$ cat config.mk
export PLATFORM = sky130hd
export DESIGN_NAME = row_projection_char_band_finder_unit
export DESIGN_NICKNAME = d
export VERILOG_FILES = /design/src/rpcbf_pkg.sv /design/src/row_projection_char_band_finder_unit.sv
export SDC_FILE = /design/constraint.sdc
export NUM_CORES = 1
export LEC_CHECK = 0
export ABC_AREA = 0
export BUFFER_PORTS_ARGS = -buffer_cell sky130_fd_sc_hd__buf_4
export CAP_MARGIN = 5
export CORE_UTILIZATION = 65
export DETAILED_ROUTE_END_ITERATION = 6
export PLACE_DENSITY = 0.93
export SETUP_SLACK_MARGIN = 0.1
export SYNTH_ARGS = -nofsm -noshare
export SYNTH_HDL_FRONTEND = slang
export SYNTH_SLANG_ARGS = --single-unit
$ cat constraint.sdc
create_clock -name clk -period 9.7 [get_ports clk]
set_input_delay 1.94 -clock clk [delete_from_list [all_inputs] [get_ports clk]]
set_output_delay 1.94 -clock clk [all_outputs]
set_load 0.01 [all_outputs]
$ cat src/rpcbf_pkg.sv
// ----------------------------------------------------------------------------
// rpcbf_pkg
// Shared constants for the row projection character band finder: default
// sizes, search rules, register indexes, reset values and fixed port widths.
// ----------------------------------------------------------------------------
package rpcbf_pkg;

	// Default storage sizes.
	localparam int MAX_ROWS_DEF = 64;
	localparam int MAX_COLS_DEF = 256;

	// Search rules.
	localparam int MIN_ROWS = 12;
	localparam int RUN_LEN  = 6;
	localparam int RUN_W    = $clog2(RUN_LEN + 1);

	// Pixel and result widths.
	localparam int PIX_W  = 8;
	localparam int EDGE_W = 7;
	localparam logic [PIX_W-1:0] WHITE_PIXEL = 8'hFF;

	// Configuration port.
	localparam int ROWS_CFG_W = 7;
	localparam int COLS_CFG_W = 9;
	localparam int CFG_W      = 9;
	localparam int CFG_IDX_W  = 1;
	localparam logic [CFG_IDX_W-1:0] REG_IMAGE_ROWS = 1'b0;
	localparam logic [CFG_IDX_W-1:0] REG_IMAGE_COLS = 1'b1;
	localparam logic [ROWS_CFG_W-1:0] ROWS_RESET = 7'd36;
	localparam logic [COLS_CFG_W-1:0] COLS_RESET = 9'd136;

endpackage

$ cat src/row_projection_char_band_finder_unit.sv
// ----------------------------------------------------------------------------
// row_projection_char_band_finder_unit
// Counts white pixels per row of a binarized image into a row-count memory,
// then scans that memory once to find the band that holds the characters.
// ----------------------------------------------------------------------------
// Throughput: one pixel per cycle while busy is low.
// After the last pixel of an image, busy stays high while the scan reads all R rows:
// one memory read per row, the registered read data, then a finalize state.
// The result beat appears on done in the same cycle that busy falls; it cannot be held.
// Reset clears the counters, the state machine and the registers to 36 rows
// and 136 columns; the row-count memory is not cleared and needs no sweep.
module row_projection_char_band_finder_unit #(
	parameter int MAX_ROWS = rpcbf_pkg::MAX_ROWS_DEF,
	parameter int MAX_COLS = rpcbf_pkg::MAX_COLS_DEF
) (
	input  logic                                   clk,
	input  logic                                   arst_n,
	input  logic                                   start,
	output logic                                   busy,
	input  logic [rpcbf_pkg::PIX_W-1:0]            pixel_value,
	input  logic                                   cfg_wr_en,
	input  logic [rpcbf_pkg::CFG_IDX_W-1:0]        cfg_index,
	input  logic [rpcbf_pkg::CFG_W-1:0]            cfg_data,
	output logic                                   done,
	output logic signed [rpcbf_pkg::EDGE_W-1:0]    upper_edge,
	output logic [rpcbf_pkg::EDGE_W-1:0]           lower_edge
);
	import rpcbf_pkg::*;

	localparam int ROW_W = $clog2(MAX_ROWS);
	localparam int RN_W  = $clog2(MAX_ROWS + 1);
	localparam int COL_W = $clog2(MAX_COLS);
	localparam int CW    = $clog2(MAX_COLS + 1);
	localparam int MW_W  = CW + 4;
	localparam int SUM_W = (RN_W > EDGE_W) ? RN_W : EDGE_W;

	localparam logic [1:0] ST_ACC  = 2'd0;
	localparam logic [1:0] ST_SCAN = 2'd1;
	localparam logic [1:0] ST_FIN  = 2'd2;

	logic [1:0]            state_q;
	logic [ROWS_CFG_W-1:0] rows_q;
	logic [COLS_CFG_W-1:0] cols_q;
	logic [RN_W-1:0]       rows_eff;
	logic [CW-1:0]         cols_eff;
	logic [RN_W-1:0]       half_rows;

	logic [COL_W-1:0]      col_q;
	logic [ROW_W-1:0]      row_q;
	logic [CW-1:0]         white_q;
	logic [CW-1:0]         white_next;
	logic                  accept;
	logic                  last_col;
	logic                  last_row;

	logic [CW-1:0]         mem [MAX_ROWS];
	logic                  mem_we;
	logic                  rd_en;
	logic [CW-1:0]         rd_data_s1;

	logic [RN_W-1:0]       iss_q;
	logic                  vld_s1;
	logic                  last_s1;
	logic [ROW_W-1:0]      k_s1;

	logic [RUN_W-1:0]      run_q;
	logic                  zero_seen_q;
	logic                  tfound_q;
	logic [ROW_W-1:0]      top_q;
	logic                  bfound_q;
	logic [ROW_W-1:0]      bot_q;
	logic                  lead_active_q;
	logic [RN_W-1:0]       lead_q;
	logic [ROW_W-1:0]      lastnw_q;

	logic                  row_nz;
	logic                  row_mw;
	logic [MW_W-1:0]       cnt_x10;
	logic [MW_W-1:0]       cols_x9;
	logic [ROW_W-1:0]      run_start;
	logic                  top_hit;
	logic                  bot_hit;

	logic [SUM_W-1:0]      top_sel;
	logic [SUM_W-1:0]      bot_sel;
	logic [SUM_W-1:0]      up_val;
	logic [SUM_W-1:0]      low_val;
	logic                  done_q;
	logic [EDGE_W-1:0]     upper_q;
	logic [EDGE_W-1:0]     lower_q;

	// Saturate the configured image size to the supported range.
	always_comb begin
		if (rows_q < ROWS_CFG_W'(MIN_ROWS)) begin
			rows_eff = RN_W'(MIN_ROWS);
		end else if (32'(rows_q) > MAX_ROWS) begin
			rows_eff = RN_W'(MAX_ROWS);
		end else begin
			rows_eff = RN_W'(rows_q);
		end
		if (cols_q == '0) begin
			cols_eff = CW'(1);
		end else if (32'(cols_q) > MAX_COLS) begin
			cols_eff = CW'(MAX_COLS);
		end else begin
			cols_eff = CW'(cols_q);
		end
	end

	assign half_rows = rows_eff >> 1;
	assign busy      = (state_q != ST_ACC);
	assign accept    = start && !busy;

	// Pixel accumulation: position counters and the running white count.
	assign white_next = white_q + CW'(pixel_value == WHITE_PIXEL);
	assign last_col   = (CW'(col_q) + CW'(1)) == cols_eff;
	assign last_row   = (RN_W'(row_q) + RN_W'(1)) == rows_eff;
	assign mem_we     = accept && last_col;

	// Read side of the scan: one row address per cycle.
	assign rd_en = (state_q == ST_SCAN) && (iss_q < rows_eff);

	// Row-count memory, one write port and one registered read port.
	always_ff @(posedge clk) begin
		if (mem_we) begin
			mem[row_q] <= white_next;
		end
		if (rd_en) begin
			rd_data_s1 <= mem[iss_q[ROW_W-1:0]];
		end
	end

	// Per-row tests on the row just read.
	assign row_nz    = (rd_data_s1 != '0);
	assign cnt_x10   = (MW_W'(rd_data_s1) << 3) + (MW_W'(rd_data_s1) << 1);
	assign cols_x9   = (MW_W'(cols_eff) << 3) + MW_W'(cols_eff);
	assign row_mw    = (cnt_x10 >= cols_x9);
	assign run_start = k_s1 - ROW_W'(RUN_LEN - 1);

	// The first upper-half run of six nonzero rows after a zero row opens the top edge.
	assign top_hit = vld_s1 && row_nz && (run_q == RUN_W'(RUN_LEN - 1)) && zero_seen_q
		&& !tfound_q && (RN_W'(run_start) < half_rows);
	// A zero row that ends a run of at least six marks a bottom candidate; the
	// last one seen is the lowest.
	assign bot_hit = vld_s1 && !row_nz && (run_q == RUN_W'(RUN_LEN))
		&& (RN_W'(k_s1) >= half_rows + RN_W'(2));

	// Control state, configuration registers and the pixel counters.
	always_ff @(posedge clk or negedge arst_n) begin
		if (!arst_n) begin
			state_q <= ST_ACC;
			rows_q  <= ROWS_RESET;
			cols_q  <= COLS_RESET;
			col_q   <= '0;
			row_q   <= '0;
			white_q <= '0;
			iss_q   <= '0;
			vld_s1  <= 1'b0;
			done_q  <= 1'b0;
		end else begin
			vld_s1 <= rd_en;
			done_q <= (state_q == ST_FIN);
			if (cfg_wr_en) begin
				case (cfg_index)
					REG_IMAGE_ROWS: rows_q <= cfg_data[ROWS_CFG_W-1:0];
					REG_IMAGE_COLS: cols_q <= cfg_data[COLS_CFG_W-1:0];
					default: ;
				endcase
				col_q   <= '0;
				row_q   <= '0;
				white_q <= '0;
			end else if (accept) begin
				if (last_col) begin
					col_q   <= '0;
					white_q <= '0;
					if (last_row) begin
						row_q   <= '0;
						iss_q   <= '0;
						state_q <= ST_SCAN;
					end else begin
						row_q <= row_q + ROW_W'(1);
					end
				end else begin
					col_q   <= col_q + COL_W'(1);
					white_q <= white_next;
				end
			end
			case (state_q)
				ST_ACC: ;
				ST_SCAN: begin
					if (rd_en) begin
						iss_q <= iss_q + RN_W'(1);
					end
					if (vld_s1 && last_s1) begin
						state_q <= ST_FIN;
					end
				end
				ST_FIN: begin
					state_q <= ST_ACC;
				end
				default: state_q <= ST_ACC;
			endcase
		end
	end

	// Scan pipeline tags and the search registers.
	always_ff @(posedge clk) begin
		k_s1    <= iss_q[ROW_W-1:0];
		last_s1 <= (iss_q + RN_W'(1)) == rows_eff;
		if (accept && last_col && last_row) begin
			run_q         <= '0;
			zero_seen_q   <= 1'b0;
			tfound_q      <= 1'b0;
			bfound_q      <= 1'b0;
			lead_active_q <= 1'b1;
			lead_q        <= '0;
			lastnw_q      <= '0;
		end else if (vld_s1) begin
			if (!row_nz) begin
				run_q       <= '0;
				zero_seen_q <= 1'b1;
			end else if (run_q != RUN_W'(RUN_LEN)) begin
				run_q <= run_q + RUN_W'(1);
			end
			if (top_hit) begin
				tfound_q <= 1'b1;
				top_q    <= run_start;
			end
			if (bot_hit) begin
				bfound_q <= 1'b1;
				bot_q    <= k_s1 - ROW_W'(1);
			end
			if (lead_active_q && row_mw) begin
				lead_q <= lead_q + RN_W'(1);
			end else begin
				lead_active_q <= 1'b0;
			end
			if ((k_s1 != '0) && !row_mw) begin
				lastnw_q <= k_s1;
			end
		end
	end

	// Final edges: the band search wins, the mostly-white skip is the fallback.
	assign top_sel = tfound_q ? SUM_W'(top_q) : SUM_W'(lead_q);
	assign bot_sel = bfound_q ? SUM_W'(bot_q) : SUM_W'(lastnw_q);
	assign up_val  = top_sel - SUM_W'(1);
	assign low_val = bot_sel + SUM_W'(1);

	always_ff @(posedge clk) begin
		if (state_q == ST_FIN) begin
			upper_q <= up_val[EDGE_W-1:0];
			lower_q <= low_val[EDGE_W-1:0];
		end
	end

	assign done       = done_q;
	assign upper_edge = $signed(upper_q);
	assign lower_edge = lower_q;

	// The result beat lasts exactly one cycle.
	a_done_pulse: assert property (@(posedge clk) disable iff (!arst_n)
		done |=> !done)
		else $error("result beat held longer than one cycle");

	// Finalizing always produces a result beat in the next cycle.
	a_fin_done: assert property (@(posedge clk) disable iff (!arst_n)
		(state_q == ST_FIN) |=> (done && !busy))
		else $error("finalize did not produce a result beat");

	// Read data is only consumed during the scan.
	a_read_in_scan: assert property (@(posedge clk) disable iff (!arst_n)
		vld_s1 |-> (state_q == ST_SCAN))
		else $error("row read outside the scan");

	// No row count is written while the scan reads the memory.
	a_no_write_in_scan: assert property (@(posedge clk) disable iff (!arst_n)
		(state_q == ST_SCAN) |-> !mem_we)
		else $error("row memory written during the scan");

	// A bottom candidate always lies in the lower half.
	a_bottom_half: assert property (@(posedge clk) disable iff (!arst_n)
		((state_q == ST_FIN) && bfound_q) |-> (RN_W'(bot_q) > half_rows))
		else $error("bottom edge found in the upper half");

endmodule
=== After elaboration in Yosys (flattened, before gate mapping) ===
Memory sizes are Yosys's and may differ from the RTL's. A register that Yosys moved wholly into a read port is not among the register bits.
Cells that the tools add are included.

* Register bits after elaboration: 103
* RAM bits: 576
* Input port bits: 22
* Output and inout bits: 16
* Word-level logic and storage cells: 129
* Memories kept: 1

{| class="wikitable"
|+ Memory list
! memory !! words !! bits a word !! rd ports !! clocked after memory_dff !! write ports !! line !! source
|-
| mem || 64 || 9 || 1 || 1 || 1 || row_projection_char_band_finder_unit.sv:56 || <nowiki>logic [CW-1:0] mem [MAX_ROWS];</nowiki>
|}

* Add/subtract/negate cells: 15
* $lt $le $gt $ge: 7
* Equal/unequal tests: 10
* Muxes and demuxes: 32
* Bitwise operators: 4
* Reductions and logical operators: 38

{| class="wikitable"
|+ Operators by type and width
! cell !! count
|-
| 7-bit 2-to-1 mux || 9
|-
| 9-bit 2-to-1 mux || 5
|-
| 6-bit 2-to-1 mux || 5
|-
| 8-bit 2-to-1 mux || 3
|-
| 2-bit AND reduction || 10
|-
| 1-bit logical AND || 15
|-
| 6-bit by 1-bit adder with 7-bit output, second input constant || 2
|-
| 7-bit by 1-bit adder with 7-bit output, second input constant || 2
|-
| 7-bit == test || 2
|-
| 12-bit by 10-bit adder with 13-bit output || 1
|-
| 12-bit by 9-bit adder with 13-bit output || 1
|-
| 13-bit greater-or-equal comparator || 1
|-
| 2-bit 2-to-1 mux || 5
|-
| 8-bit by 1-bit adder with 9-bit output, second input constant || 1
|-
| 9-bit by 1-bit adder with 9-bit output || 1
|-
| 9-bit == test || 1
|-
| 9-bit greater-than comparator, second input constant || 1
|-
| 9-bit logical NOT || 1
|-
| 9-bit nonzero test || 1
|-
| 8-bit by 1-bit adder with 8-bit output, second input constant || 1
|-
| 8-bit == test, second input constant || 1
|-
| 6-bit by 2-bit adder with 7-bit output, second input constant || 1
|-
| 6-bit by 7-bit greater-or-equal comparator with 1-bit output || 1
|-
| 7-bit greater-than comparator, second input constant || 1
|-
| 22 further kinds || 34
|}

=== Depth between registers and ports, before layout ===
Gate-level depths: netlist (run 1).

* Word-level depth: 10
* Mapped depth: 21
* Gate-level depth less buffers: 19

=== Least setup slack after synthesis (run 1) ===
OpenSTA, ideal clock, no wires.

* Path kind: input to register
* From: input pixel_value[6] (netlist bit)
* To: memory mem[0][6] (netlist bit), data pin
* Library setup time: 0.569 ns
* Data arrival time: 4.717 ns
* Data required time: 9.131 ns
* Slack: 4.414 ns
* Cell stages on the path: 8
* Buffers on the path: 0
* Cells stage by stage: nand4_1 nor2_1 ha_1 ha_1 nand3_1 inv_1 nand3_1 xnor2_1

* Cells in the longest elaborated chain, start to end: 2

{| class="wikitable"
|+ RTL lines
! item !! line !! source
|-
| from (decl) || row_projection_char_band_finder_unit.sv:20 || <nowiki>input logic [rpcbf_pkg::PIX_W-1:0] pixel_value,</nowiki>
|-
| 8-bit == test || row_projection_char_band_finder_unit.sv:115 || <nowiki>assign white_next = white_q + CW'(pixel_value == WHITE_PIXEL);</nowiki>
|-
| 9-bit by 1-bit adder with 9-bit output || row_projection_char_band_finder_unit.sv:115 ||
|-
| named net white_next[6] || row_projection_char_band_finder_unit.sv:51 || <nowiki>logic [CW-1:0] white_next;</nowiki>
|-
| to (decl) || row_projection_char_band_finder_unit.sv:56 ||
|}

The timed path passes the listed nets, and every way through them passes these cells.

=== Worst setup path in the final report (run 1) ===
* From: register cols_q[8]
* To: register lastnw_q[4]

* Cells in the longest elaborated chain, start to end: 8
* Elaborated cells between the ends (all ways): 12
* Those cells by class: add/sub: 1; order compare: 2; eq/ne: 1; mux: 2; reduce/logical: 6

{| class="wikitable"
|+ RTL lines
! item !! line !! source
|-
| from (decl) || row_projection_char_band_finder_unit.sv:43 || <nowiki>logic [COLS_CFG_W-1:0] cols_q;</nowiki>
|-
| from (signal assigned) || row_projection_char_band_finder_unit.sv:166 || <nowiki>REG_IMAGE_COLS: cols_q <= cfg_data[COLS_CFG_W-1:0];</nowiki>
|-
| 9-bit greater-than comparator || row_projection_char_band_finder_unit.sv:103 || <nowiki>end else if (32'(cols_q) > MAX_COLS) begin</nowiki>
|-
| 9-bit 2-to-1 mux || row_projection_char_band_finder_unit.sv:103 ||
|-
| 9-bit 2-to-1 mux (*) || row_projection_char_band_finder_unit.sv:101 || <nowiki>if (cols_q == '0) begin</nowiki>
|-
| 12-bit by 9-bit adder with 13-bit output || row_projection_char_band_finder_unit.sv:136 || <nowiki>assign cols_x9 = (MW_W'(cols_eff) << 3) + MW_W'(cols_eff);</nowiki>
|-
| 13-bit greater-or-equal comparator || row_projection_char_band_finder_unit.sv:137 || <nowiki>assign row_mw = (cnt_x10 >= cols_x9);</nowiki>
|-
| 1-bit logical NOT || row_projection_char_band_finder_unit.sv:238 || <nowiki>if ((k_s1 != '0) && !row_mw) begin</nowiki>
|-
| 1-bit logical AND || row_projection_char_band_finder_unit.sv:238 ||
|-
| 2-bit AND reduction (no source line) || - ||
|-
| to (signal assigned) || row_projection_char_band_finder_unit.sv:239 || <nowiki>lastnw_q <= k_s1;</nowiki>
|-
| to (decl) || row_projection_char_band_finder_unit.sv:74 || <nowiki>logic [ROW_W-1:0] lastnw_q;</nowiki>
|}

Every way passes the cells marked *; elsewhere a longest branch is shown, timed or not.
A chain may end at the register's enable or synchronous reset.

==> impl_metrics.py, run 1 <==
metrics = {
    "worst_setup_path": {
        "crit_slowest_cell": "dfrtp_1",
        "crit_required_ns": 10.19,
        "cpMostUsedCell": "a21o_1",
        "startpoint_type": "register",
        "cp_data_arrival_time_ns": 5.67,
        "end_kind": "register",
        "critPathMaxFanout": 19,
        "worstSetupPathType": "reg -> reg",
        "reg2reg_depth": 19,
        "reg2reg_slack_ns": 4.53,
        "cp_slowest_stage_delay_ns": 0.69,
        "path_cells": "inv_1 -> a22oi_1 -> inv_1 -> ha_1 -> maj3_1 -> maj3_1 -> a21o_1 -> o21ai_0 -> a21oi_1 -> nand3_1 -> mux2_2 -> ha_1 -> a21o_1 -> a21o_1 -> a21oi_1 -> o221a_1 -> o211ai_1 -> a22oi_1 -> nor2_1",
    },
    "cts": {
        "clock_path_buffers": 3,
        "cts_root_buffer": "clkbuf_16",
        "cts_resized": 0,
        "cts_sinks": 688,
        "postCtsSetupBuffers": 0,
        "htreeDepth": 3,
        "cts_tree": "done",
        "ctsHoldBuffers": 0,
        "cts_buffers": 68,
        "clk_latency_ns": 0.62,
        "clk_transition_reported_paths_ns": 0.07,
    },
    "pwr": {
        "power_frac_seq": 0.516,
        "peakVddDrop_uv": 167,
        "p_int_w": 0.00489,
        "switching_power_w": 0.00145,
        "p_sw_frac": 0.228,
        "finalPower_w": 0.00633,
        "pwr-share-comb": 0.064,
        "p_clk_frac": 0.420,
        "power_density_mw_per_mm2": 196,
        "p_leak_nw": 9.99,
    },
    "place": {
        "gp_congestion": 0.882,
        "place_inst": 2185,
        "io_buffer_count": 37,
        "place_hpwl_mm": 42.0,
    },
    "timing": {
        "max_slew_margin": 0.0857,
        "fmax_ghz": 0.193,
        "min_period_over_period": 0.533,
        "fin_crit_ns": 5.17,
        "slew_violations": 0,
        "rsz0062_at_grt": "false",
        "setup_violations": 0,
        "tns_ns": 0,
        "finClkSkew_ns": 0.0304,
        "hold_viol": 0,
        "worstMarginPinSlew_ns": 1.37,
    },
    "synthesis": {
        "synth.area.top_cells": "edfxtp_1 (63%), mux4_2 (15%), dfrtp_1 (3.9%)",
        "synth_top_area_share": 0.628,
        "netlist_top_cells_count": "edfxtp_1 (611), mux4_2 (189), nor2_1 (123)",
        "syn_nets": 1699,
        "syn-cell-area_mm2": 0.0292,
        "syn_avg_cell_area_um2": 18.0,
        "ys_seq_elements": 688,
        "async_flop_share": 0.0727,
        "ys_types": 70,
        "seq_area_frac_synth": 0.690,
        "synth_edf_count": 611,
        "synth_warnings": 0,
        "synth_top_cell_by_area": "edfxtp_1",
        "synth_flop_cell": "edfxtp_1",
        "synth_cells": 1622,
        "yosysMostFrequentCell": "edfxtp_1",
    },
    "global_route": {
        "antenna_found_initial": 5,
        "grt_max_degree": 123,
        "grt_overflow": 0,
        "grt_usage": 0.327,
        "grt_pass1_wl_mm": 108,
        "first_global_vias": 16400,
    },
    "floorplan": {
        "initial_utilization": 0.660,
        "die_area_mm2": 0.0458,
        "core_mm2": 0.0442,
        "chipWidth_um": 214,
        "die_y_um": 214,
        "row_count": 77,
        "num_io_pins": 38,
    },
    "layout": {
        "layout-drive-gt1-share": 0.227,
        "finish.net_count": 1742,
        "fillers": 2379,
        "layout.cells.non_filler": 2311,
        "syn_to_final_growth_pct": 10.6,
    },
    "detailed_routing": {
        "ant_nets": 0,
        "firstDrtPassIters": 6,
        "remaining_drc_errors": 0,
        "drt_iter0_drc": 2399,
        "via_per_inst": 6.99,
        "finalWirelength_mm": 72.5,
        "vias": 16200,
        "wl_per_cell_um": 31.4,
    },
    "hold_path": {
        "worst_hold_path.num_cells": 2,
        "hp-class": "reg -> reg",
    },
    "status": {
        "status": "finished, final reports clean",
    },
    "job": {
        "drv_cap": 0,
    },
}
## worst paths after layout
check / start / end
worst max-delay path: cols_q[8] / lastnw_q[4]
worst min-delay path: last_s1 / state_q[1]
worst max register to register: cols_q[8] / lastnw_q[4]
worst min register to register: last_s1 / state_q[1]
max in group asynchronous: arst_n / iss_q[1]
min in group asynchronous: arst_n / cols_q[8]
## stage by stage
step | setup slack, ns | hold slack (ns) | utilization | area, µm²
after floorplan | 4.41 | 0.372 | - | 29200
after global placement | 4.74 | 0.425 | 0.680 | 30100
after detailed placement | 4.63 | 0.423 | 0.680 | 30100
after CTS | 4.59 | 0.448 | 0.729 | 32300
after global routing | 4.17 | 0.482 | 0.730 | 32300
final | 4.53 | 0.450 | 0.730 | 32300
## cell type report
| class | instances | area [µm²] | area share |
|---|---|---|---|
| clock buffers | 87 | 1790 | 0.0556 |
| multi-input cells | 813 | 8600 | 0.266 |
| inverters | 38 | 143 | 0.00442 |
| flip-flops and latches | 688 | 20200 | 0.624 |
| clock inverters | 36 | 409 | 0.0127 |
| diodes | 1 | 2.50 | 0.0000775 |
| repair buffers | 56 | 445 | 0.0138 |
| well taps | 592 | 741 | 0.0229 |
## power by group through the flow
stage | Clock (W) | Sequential, W | Combinational (W)
global placement | 0 | 0.00333 | 0.000391
CTS | 0.00267 | 0.00327 | 0.000407
finish | 0.00266 | 0.00327 | 0.000407
detailed placement | 0 | 0.00333 | 0.000402
global route | 0.00277 | 0.00327 | 0.000446
floorplan | 0 | 0.00329 | 0.000351
## flip-flops by register name, indices dropped and copies added, names as in the netlist, 2 cells and up
name	cells
run_q	3
lower_edge	7
state_q	2
row_q	6
cols_q	9
rows_q	7
upper_edge	7
k_s1	6
col_q	8
mem	576
lastnw_q	6
top_q	6
lead_q	7
rd_data_s1	9
white_q	9
bot_q	6
iss_q	7
## placed cells by master, fill, tap and decap left out, types with 7 or more instances in the layout
cell / count
dfxtp_1: 27
dfrtp_1: 42
edfxtp_1: 611
clkinv_1: 8
mux2i_1: 13
buf_4: 54
nand2_1: 56
mux2_2: 16
inv_1: 36
a31oi_1: 7
o21ai_0: 12
nand2b_1: 9
nand3_1: 42
clkbuf_16: 69
nor4_1: 9
clkbuf_1: 18
a211o_1: 7
nor2b_1: 11
nand4_1: 14
ha_1: 52
clkinv_2: 11
nor3_1: 19
nor2_1: 123
xor2_1: 21
and3_1: 9
mux4_2: 189
a21oi_1: 37
xnor2_1: 50
a21o_1: 16
## layer usage
metal | vias up | share of wire | track usage
met5 | - | 0.00029 | 0
met4 | 4 | 0.047 | 0.128
met3 | 230 | 0.097 | 0.0671
met2 | 1137 | 0.50 | 0.540
met1 | 8229 | 0.35 | 0.433
li1 | 6550 | - | -
## worst max-delay path, delay by kind of cell, from the launching register on
family | cells | cell delay (ns)
buffers and inverters | 2 | 0.35
and+or+nand+nor | 2 | 0.19
DFF | 1 | 0.69
muxes | 1 | 0.34
adders and majority gates | 4 | 1.26
AOI/OAI and AO/OA | 10 | 2.23
## cells by family after synthesis
group	count (synthesis)	share of synthesized area
flip-flops	688	0.690
AND/OR/NAND/NOR	329	0.0548
multiplexers	218	0.156
AO/OA/AOI/OAI	127	0.0297
buffers and inverters	121	0.0190
XOR/XNOR	80	0.0249
adder cells (fa/ha/maj)	58	0.0249
other	1	0.000128
No activity file was read; power rests on OpenSTA's default activity.
==> inputs of run 2 (changes only) <==
CORE_UTILIZATION = 63   (was 65)
PLACE_DENSITY = 0.91   (was 0.93)
clock period = 4.8 ns   (was 9.7 ns; I/O delays follow)
==> run 2 against run 1 <==
The flow now finishes with violations (design-rule violations); clock power rose by 100%; clock skew is 0.011 ns lower; sequential power is 100% higher; critical path type unchanged; global-route usage fell by 0.46 points; first-iteration DRC count is essentially flat; largest power group unchanged; combinational power is 120% higher; maximum frequency is 14% higher; worst setup slack got worse by 4.3 ns; clock-buffer cell count shrank 2.
==> impl_metrics.py, run 2 (same netlist as run 1, synthesis figures left out) <==
metrics = {
    "floorplan": {
        "chipWidth_um": 217,
        "die_y_um": 217,
        "core_mm2": 0.0456,
        "num_io_pins": 38,
        "row_count": 78,
        "initial_utilization": 0.641,
        "die_area_mm2": 0.0472,
    },
    "worst_setup_path": {
        "cpMostUsedCell": "maj3_1",
        "critical_path.top_delay_family": "adder cells",
        "crit_buf_inv": 1,
        "path_cells": "nor4_1 -> a22oi_1 -> inv_1 -> ha_1 -> maj3_1 -> maj3_1 -> a21o_1 -> o21ai_0 -> a21oi_1 -> nand3_1 -> mux2_2 -> ha_4 -> nand4_1 -> or3_4 -> o221a_4 -> o211ai_1 -> mux2i_1 -> nor2_1",
        "cp_data_arrival_time_ns": 5.04,
        "worstSetupPathType": "reg -> reg",
        "startpoint_type": "register",
        "crit_required_ns": 5.31,
        "cp_slowest_stage_delay_ns": 0.56,
        "end_kind": "register",
        "critPathMaxFanout": 5,
        "crit_slowest_cell": "dfstp_2",
    },
    "global_route": {
        "use_met1": 0.406,
        "grt_busiest_layer": "met2",
        "first_global_vias": 16600,
        "gr-usage-met3": 0.0702,
        "use_met2": 0.524,
        "grt_usage": 0.323,
        "grt_max_degree": 66,
        "antenna_found_initial": 3,
        "grt_pass1_wl_mm": 109,
        "grt_overflow": 0,
    },
    "detailed_routing": {
        "vias": 16600,
        "firstDrtPassIters": 7,
        "wl_per_cell_um": 31.3,
        "ant_nets": 0,
        "remaining_drc_errors": 1,
        "via_per_inst": 7.06,
        "finalWirelength_mm": 73.6,
        "drt_iter0_drc": 2401,
    },
    "cts": {
        "cts_buffers": 68,
        "clk_latency_ns": 0.63,
        "cts_sinks": 688,
        "htreeDepth": 3,
        "cts_tree": "done",
        "clk_transition_reported_paths_ns": 0.06,
        "cts_root_buffer": "clkbuf_16",
        "clock_path_buffers": 3,
        "ctsHoldBuffers": 0,
    },
    "timing": {
        "slew_violations": 0,
        "worstMarginPinSlew_ns": 1.38,
        "finClkSkew_ns": 0.0191,
        "max_slew_margin": 0.0831,
        "setup_violations": 0,
        "fin_crit_ns": 4.53,
        "rsz0062_at_grt": "false",
        "min_period_over_period": 0.945,
        "hold_viol": 0,
        "fmax_ghz": 0.221,
        "tns_ns": 0,
    },
    "layout": {
        "mostFrequentLayoutCells": "edfxtp_1 (611), mux4_2 (189), nor2_1 (123), buf_4 (78), clkbuf_16 (68)",
        "finish.net_count": 1772,
        "final_area_mm2": 0.0326,
        "largest_reg_flops": 576,
        "fillers": 2443,
        "layout-drive-gt1-share": 0.243,
        "syn_to_final_growth_pct": 11.8,
        "final_common_cell": "edfxtp_1",
        "layout.cells.non_filler": 2351,
        "largest_register": "mem",
    },
    "pwr": {
        "peakVddDrop_uv": 342,
        "p_leak_nw": 10.2,
        "power_density_mw_per_mm2": 393,
    },
    "place": {
        "io_buffer_count": 37,
        "place_inst": 2222,
        "dpl_cell_area_mm2": 0.0303,
        "gp_congestion": 0.894,
        "place_hpwl_mm": 42.4,
    },
    "status": {
        "violations": "design-rule violations",
        "status": "complete, but fails checks",
    },
    "hold_path": {
        "hp-class": "in -> async",
    },
    "job": {
        "drv_cap": 0,
    },
}
run 2: changes by cell type in the layout (fill, tap and decap cells not counted), moves of 2 or more:
| cell | delta |
|---|---|
| clkinv_8 | +4 |
| clkinv_1 | +4 |
| clkbuf_1 | -3 |
| clkbuf_8 | +2 |
| buf_12 | +5 |
| buf_4 | +24 |
| inv_6 | -2 |
run 2: layer usage:
layer | share of wire | up-vias
li1 | - | 6618
met1 | 0.34 | 8307
met2 | 0.49 | 1360
met3 | 0.11 | 313
met4 | 0.063 | 2
met5 | 0.00018 | -
run 2: final timing paths:
check / slack [ns] / cells after the start / from / to
min reg2reg: 0.45 / 0 / iss_q[3] / k_s1[3]
max in group asynchronous: 3.90 / 1 / arst_n / iss_q[1]
max: 0.27 / 18 / cols_q[3] / lastnw_q[1]
max reg2reg: 0.27 / 18 / cols_q[3] / lastnw_q[1]
min: 0.35 / 1 / arst_n / col_q[5]
min in group clk: 0.45 / 0 / iss_q[3] / k_s1[3]
run 2: power breakdown:
part,internal [W],switching [W]
Clock,0.00300,0.00233
Combinational,0.000412,0.000476
Sequential,0.00648,0.000119
Total,0.00990,0.00293
run 2: what timing repair did:
action / 4_1_cts / 5_1_grt
setup endpoints to repair: 0 / 10
gates resized for setup: 0 / 8
buffers inserted: 0 / 1
run 2: cell type report:
type / instances / area, µm² / area share
Clock buffer: 85 / 1790 / 0.0547
Tap cell: 600 / 751 / 0.0230
Sequential cell: 688 / 20200 / 0.618
Inverter: 38 / 143 / 0.00437
Clock inverter: 40 / 425 / 0.0130
Multi-Input combinational cell: 814 / 8650 / 0.265
Antenna cell: 1 / 2.50 / 0.0000767
Timing Repair Buffer: 85 / 726 / 0.0222
run 2: stage by stage:
step	util	hold WS (ns)	power (W)	worst slack (ns)
6_report	0.716	0.350	0.0128	0.266
5_1_grt	0.716	0.392	0.0131	0.0526
4_1_cts	0.714	0.365	0.0128	0.124
3_5_place_dp	0.666	0.416	0.00758	0.148
3_3_place_gp	0.666	0.416	0.00754	0.353
2_1_floorplan	-	0.372	0.00735	0.333
